`src/cikh_pkg.sv`:
```
package cikh_pkg;

  localparam int NumEntries = 256;
  localparam int IdxW = $clog2(NumEntries);
  localparam int CntW = IdxW + 1;
  localparam int KeyW = 32;
  localparam int DataW = 64;
  localparam int CfgW = 9;
  localparam int RemW = KeyW / 2 + 1;
  localparam int ShW = $clog2(KeyW / 2 + 1);
  localparam int DivW = RemW + IdxW;

  typedef enum logic [1:0] {
    CMD_INSERT = 2'd0,
    CMD_DELETE = 2'd1,
    CMD_LOOKUP = 2'd2,
    CMD_NONE   = 2'd3
  } cmd_t;

  typedef enum logic [1:0] {
    ST_OK   = 2'd0,
    ST_MISS = 2'd1,
    ST_FULL = 2'd2,
    ST_OFF  = 2'd3
  } status_t;

  typedef struct packed {
    logic [1:0]       command;
    logic [KeyW-1:0]  key;
    logic [DataW-1:0] entry_data;
  } req_t;

  typedef struct packed {
    logic [1:0]       status;
    logic [DataW-1:0] read_data;
  } resp_t;

  typedef enum logic [3:0] {
    S_CLEAR,
    S_IDLE,
    S_MOD,
    S_HEAD,
    S_NODE_RD,
    S_NODE_CHK,
    S_INS_WR,
    S_DEL_WR,
    S_DONE
  } state_t;

  // Controller to datapath.
  typedef struct packed {
    logic load;        // capture request
    logic mod_step;    // one step of the modulo reduction
    logic clr_step;    // clear one head and free entry
    logic head_rd;     // read head of bucket
    logic advance;     // move cursor along the chain
    logic ins_wr;
    logic del_wr;
    logic respond;
    logic [1:0] resp_status;
  } ctl_t;

  // Datapath to controller.
  typedef struct packed {
    logic clr_done;
    logic mod_done;
    logic disabled;
    logic full;
    logic cur_ok;
    logic key_match;
    logic [1:0] command;
  } sts_t;

endpackage

```
`src/cikh_ctrl.sv`:
```
module cikh_ctrl
  import cikh_pkg::*;
(
  input  logic clk,
  input  logic rst,
  input  logic start,
  input  logic cfg_we,
  input  sts_t sts,
  output logic busy,
  output ctl_t ctl
);

  state_t state, state_next;

  always_ff @(posedge clk) begin
    if (rst) begin
      state <= S_CLEAR;
    end else if (cfg_we) begin
      state <= S_CLEAR;
    end else begin
      state <= state_next;
    end
  end

  always_comb begin
    state_next = state;
    ctl = '0;
    ctl.resp_status = ST_OK;
    busy = 1'b1;
    case (state)
      S_CLEAR: begin
        ctl.clr_step = 1'b1;
        if (sts.clr_done) begin
          state_next = S_IDLE;
        end
      end
      S_IDLE: begin
        busy = 1'b0;
        if (start) begin
          ctl.load = 1'b1;
          state_next = S_MOD;
        end
      end
      S_MOD: begin
        if (sts.disabled) begin
          ctl.respond = 1'b1;
          ctl.resp_status = ST_OFF;
          state_next = S_IDLE;
        end else if (sts.command == CMD_NONE) begin
          ctl.respond = 1'b1;
          state_next = S_IDLE;
        end else if (sts.command == CMD_INSERT && sts.full) begin
          ctl.respond = 1'b1;
          ctl.resp_status = ST_FULL;
          state_next = S_IDLE;
        end else if (sts.mod_done) begin
          ctl.head_rd = 1'b1;
          state_next = S_HEAD;
        end else begin
          ctl.mod_step = 1'b1;
        end
      end
      S_HEAD: begin
        // Head entry arrives from RAM; pick up the cursor.
        ctl.advance = 1'b1;
        state_next = (sts.command == CMD_INSERT) ? S_INS_WR : S_NODE_RD;
      end
      S_INS_WR: begin
        ctl.ins_wr = 1'b1;
        ctl.respond = 1'b1;
        state_next = S_IDLE;
      end
      S_NODE_RD: begin
        if (!sts.cur_ok) begin
          ctl.respond = 1'b1;
          ctl.resp_status = ST_MISS;
          state_next = S_IDLE;
        end else begin
          state_next = S_NODE_CHK;
        end
      end
      S_NODE_CHK: begin
        if (sts.key_match) begin
          if (sts.command == CMD_LOOKUP) begin
            ctl.respond = 1'b1;
            state_next = S_IDLE;
          end else begin
            state_next = S_DEL_WR;
          end
        end else begin
          ctl.advance = 1'b1;
          state_next = S_NODE_RD;
        end
      end
      S_DEL_WR: begin
        ctl.del_wr = 1'b1;
        ctl.respond = 1'b1;
        state_next = S_IDLE;
      end
      default: state_next = S_CLEAR;
    endcase
  end

  property p_resp_idle;
    @(posedge clk) disable iff (rst) ctl.respond && !cfg_we |=> state == S_IDLE;
  endproperty
  assert property (p_resp_idle) else $error("response not followed by idle");

  property p_no_wr_both;
    @(posedge clk) disable iff (rst) !(ctl.ins_wr && ctl.del_wr);
  endproperty
  assert property (p_no_wr_both) else $error("insert and delete write together");

  property p_load_idle;
    @(posedge clk) disable iff (rst) ctl.load |-> !busy;
  endproperty
  assert property (p_load_idle) else $error("request loaded while busy");

endmodule

```
`config.mk`:
```
export PLATFORM = sky130hd
export DESIGN_NAME = cikh_ctrl
export DESIGN_NICKNAME = d
export VERILOG_FILES = /design/src/cikh_pkg.sv /design/src/cikh_ctrl.sv
export SDC_FILE = /design/constraint.sdc
export NUM_CORES = 1
export LEC_CHECK = 0
export ABC_AREA = 1
export BUFFER_PORTS_ARGS = -buffer_cell sky130_fd_sc_hd__buf_2
export CORE_AREA = 4 4 41 43
export CTS_CLUSTER_DIAMETER = 80
export DETAILED_ROUTE_END_ITERATION = 8
export DIE_AREA = 0 0 45 47
export PLACE_DENSITY_LB_ADDON = 0.05
export SLEW_MARGIN = 25
export SYNTH_ARGS = -nofsm -noshare
export SYNTH_HDL_FRONTEND = slang
export SYNTH_SLANG_ARGS = --single-unit
```
`constraint.sdc`:
```
create_clock -name clk -period 2.9 [get_ports clk]
set_clock_uncertainty 0.1 [all_clocks]
set_input_delay 0.29 -clock clk [delete_from_list [all_inputs] [get_ports clk]]
set_output_delay 0.29 -clock clk [all_outputs]
set_load 0.02 [all_outputs]
```
==> results of run 1 <==
-- cells in the mapped netlist, drive strengths merged --
cell	number	area [sq um]
a21oi	1	5.00
a31oi	1	6.26
buf	2	22.5
dfxtp	3	60.1
inv	12	47.6
nand2	13	58.8
nand3	9	45.0
nand4	5	46.3
nor2	12	57.6
nor3	1	16.3
o2111ai	1	8.76
o21a	1	7.51
o21ai	1	5.00
o22ai	2	12.5
-- per-layer routing --
metal	part of all wire	GRT usage	wire (um)
met5	0	0	0
met4	0	0.0526	0
met3	0.065	0.0230	65
met2	0.44	0.167	445
met1	0.49	0.159	491
-- critical path, cell delays in order (launching register included) --
cell	delay, ns
dfxtp_1	0.58
nand3_1	0.19
o2111ai_1	0.21
buf_2	0.19
-- layout make-up --
type	instances	area, sq um	share of cell area
Tap cell	15	18.8	0.0353
Clock buffer	4	26.3	0.0494
Sequential cell	3	60.1	0.113
Multi-Input combinational cell	47	269	0.506
Inverter	12	47.5	0.0894
Timing Repair Buffer	22	110	0.207
-- cell families after synthesis --
group	share of synthesized area
buffers and inverters	0.176
AO/OA/AOI/OAI	0.113
flip-flops	0.150
AND/OR/NAND/NOR	0.561
-- through the flow --
stage	worst slack, ns	power (W)	cell area [sq um]	std cells	hold WS [ns]
final	1.11	0.000173	532	103	0.228
after global routing	0.931	0.000187	532	103	0.233
after CTS	1.10	0.000177	532	103	0.225
after detailed placement	1.36	0.000100	505	99	0.475
after global placement	1.36	0.000100	505	99	0.475
after floorplan	1.31	0.0000839	399	64	0.365
-- final timing paths --
path         cells past startpoint  slack, ns        to
max reg2reg                      7       1.54  state[1]
min reg2reg                      3       0.63  state[0]
max                              3       1.11    ctl[2]
min                              3       0.23  state[2]
-- power by group through the flow --
| stage | clock (W) | combinational [W] | sequential (W) |
|---|---|---|---|
| 6_report | 0.0000739 | 0.0000509 | 0.0000478 |
| 5_1_grt | 0.0000810 | 0.0000577 | 0.0000485 |
| 4_1_cts | 0.0000777 | 0.0000519 | 0.0000476 |
| 3_5_place_dp | 0 | 0.0000517 | 0.0000483 |
| 3_3_place_gp | 0 | 0.0000522 | 0.0000482 |
| 2_1_floorplan | 0 | 0.0000385 | 0.0000453 |
==> reports/metrics.cfg, run 1 <==
[yosys]
synth_cell_type_count=21
avgSynthCellArea_sq_um=6.24
yosysWarnings=0
seq_area_frac_synth=0.150
syn-num-nets=76
synthCells=64
ys_ff_latch=3
synthesis.area_sq_um=399

[clock_tree]
postCtsHoldBufs=0
htreeDepth=1
cts_tree=yes
cts.sinks=3
cts_setup_buffers=0
postCtsResizedCells=0
insertion_delay_ns=0.23
cts_buffers=3
clk_pin_slew_ns=0.04
clock-root-buffer=clkbuf_4
cts_max_path_buffers=2

[setup_path]
arrival_ns=1.40
start_kind=flop
cp.required_ns=2.51
startpoint=state[0]
worstSetupEndpointType=primary output
crit_type=flop to primary output
cp_max_fo=10
r2r-start=state[0]

[sta]
rsz0062_at_grt=no
period_needed_ns=1.79
worstMarginPinSlew_ns=0.439
fin_setup_tns_ns=0
hold_violations=0
setup_viol=0
maxSlewViolCount=0
max_freq_ghz=0.559
slew_headroom=0.707
min_period_over_period=0.617

[die]
die_h_um=47
core_sq_um=1300
io_pins=23
die-area_sq_um=2120
die_w_um=45
start_util=0.307
rows=13

[pwr]
p_leak_nw=0.281
ir_drop_mv=0.139
internal_power_w=0.000115
comb_power_share=0.295
power_density_nw_per_um2=325
power.switching_w=0.0000582
p_sw_frac=0.337
pwr-share-seq=0.277
pwr-share-clk=0.428

[drt]
dr.pass1.iters=3
viasPerCell=4.61
drc_errors=0
antenna_left=0
drt_wl_total_um=1000
num_vias=475
wl_per_cell_um=9.73
drt-initial-drc-count=5

[finish]
syn2layout_area_growth_pct=33.2
final_cell_mix=buf_2, nand2_1, inv_1, nand3_1, nor2_1
largest_register_ffs=3
num_antenna_cells=0
final_layout_size_suffix_gt1_frac=0.398
fin_nets=101
fillCellCount=155
reg_top3=state x3
final_util=0.409
max_flop_register=state
layout.cells.most_common=buf_2

[worst_hold_path]
holdCritStartpoint=rst
min_path_type=primary input to flop

[grt]
grt_max_degree=11
overflow=0
first_global_vias=445
grt_usage=0.114
grt_pass1_wl_um=1790
antenna_found_initial=0

[placed_design]
portBuffers=22
hpwlAfterDp_um=867
gp_congestion=0.721

[outcome]
outcome=complete, no violations

[job]
cap_violations=0

Note: power is estimated with default switching activity, not from simulation.
==> run 2, diff against run 1 <==
clock period = 1.7 ns   (was 2.9 ns; I/O delays follow)
==> run 2 against run 1 <==
Against the previous run: clock power rose by 71%; global-route usage did not move; die area did not move; largest cell class unchanged.
==> reports/metrics.cfg, run 2 (synthesis gave the netlist of run 1 again) <==
[outcome]
outcome=complete, no violations

[die]
rows=13
core_sq_um=1300
die-area_sq_um=2120
start_util=0.307
io_pins=23
die_h_um=47
die_w_um=45

[setup_path]
crit_type=flop to primary output
cp_max_fo=10
critical_path.top_delay_family=simple AND/OR/NAND/NOR gates
worstSetupEndpointType=primary output
start_kind=flop
critPathSlowestCell=dfxtp_4
cp.required_ns=1.43
crit_buf_inv=2
worstPathCellList=inv_4 -> nand2_2 -> nor2_4 -> nand4_1 -> nor2_1 -> buf_2
arrival_ns=1.27
critPathMaxStageDelay_ns=0.38

[grt]
grt_max_degree=11
grt_usage=0.114
grt_pass1_wl_um=1790
overflow=0
first_global_vias=445
antenna_found_initial=0

[pwr]
p_leak_nw=0.287
power_density_nw_per_um2=540
ir_drop_mv=0.230

[placed_design]
portBuffers=22
gp_congestion=0.721
dp_cells=99
hpwlAfterDp_um=867

[clock_tree]
cts.sinks=3
clk_pin_slew_ns=0.04
clock-root-buffer=clkbuf_4
cts_buffers=3
postCtsHoldBufs=0
cts_tree=yes
htreeDepth=1
insertion_delay_ns=0.23
cts_max_path_buffers=2

[drt]
drt_wl_total_um=996
viasPerCell=4.60
drt-initial-drc-count=2
antenna_left=0
drc_errors=0
wl_per_cell_um=9.58
dr.pass1.iters=2
num_vias=478

[sta]
slew_headroom=0.865
rsz0062_at_grt=no
setup_viol=0
min_period_over_period=0.906
hold_slack_ns=0.101
max_freq_ghz=0.649
fin_setup_tns_ns=0
period_needed_ns=1.54
hold_violations=0
worstMarginPinSlew_ns=0.202
maxSlewViolCount=0

[finish]
syn2layout_area_growth_pct=36.7
fin_nets=102
layout.cells.most_common=buf_2
final_cell_mix=buf_2, nand2_1, inv_1, nand3_1, nor2_1
final_util=0.419
fin_cells=104
fillCellCount=155
final_layout_size_suffix_gt1_frac=0.438
max_flop_register=state
num_antenna_cells=0
reg_top3=state x3
largest_register_ffs=3

[job]
cap_violations=0

[worst_hold_path]
min_path_type=primary input to flop

==> run 2: changes by cell type in the layout (fill, tap and decap cells not counted) <==
cell | before | now
dfxtp_2 | 0 | 2
buf_4 | 0 | 1
dfxtp_1 | 3 | 0
dfxtp_4 | 0 | 1
==> run 2: final timing paths <==
kind             from        to  slack, ns  cells after the start
max reg2reg  state[0]  state[1]       0.44                      8
min               rst  state[2]       0.10                      3
min reg2reg  state[0]  state[0]       0.52                      3
max          state[0]    ctl[6]       0.16                      6
==> run 2: report_power, final <==
part           switching, W  leakage [nW]  internal, W
clock             0.0000377        0.0150    0.0000880
combinational     0.0000532         0.246    0.0000343
sequential       0.00000778        0.0261    0.0000736
==> run 2: layout make-up <==
cell class                 count  area (sq um)  share of cell area
multi-input combinational     47           269               0.493
timing repair buffer          23           118               0.216
sequential                     3          66.3               0.122
inverter                      12          47.5              0.0872
clock buffer                   4          26.3              0.0482
tap                           15          18.8              0.0344
==> run 2: timing repair <==
| action | CTS | global route |
|---|---|---|
| endpoints found under the setup margin | 0 | 7 |
| buffers inserted | 0 | 1 |
| resized for setup | 0 | 4 |
==> run 2: tightest hold or removal path: stages <==
cell,delay (ns)
buf_2,0.07
nor2_1,0.05
o21a_1,0.10
==> run 2: layer usage <==
layer | up-vias | part of all wire | wire, um | global-route usage
li1 | 264 | - | - | -
met1 | 198 | 0.49 | 484 | 0.159
met2 | 16 | 0.45 | 445 | 0.167
met3 | 0 | 0.065 | 65 | 0.0230
met4 | 0 | 0 | 0 | 0.0526
met5 | - | 0 | 0 | 0
==> run 2: metrics by stage <==
step	cell area (sq um)	worst slack, ns	total power [W]
3_5_place_dp	505	0.280	0.000171
3_3_place_gp	505	0.277	0.000171
6_report	546	0.160	0.000295
4_1_cts	532	0.0191	0.000302
5_1_grt	546	0.0204	0.000320
2_1_floorplan	399	0.231	0.000143
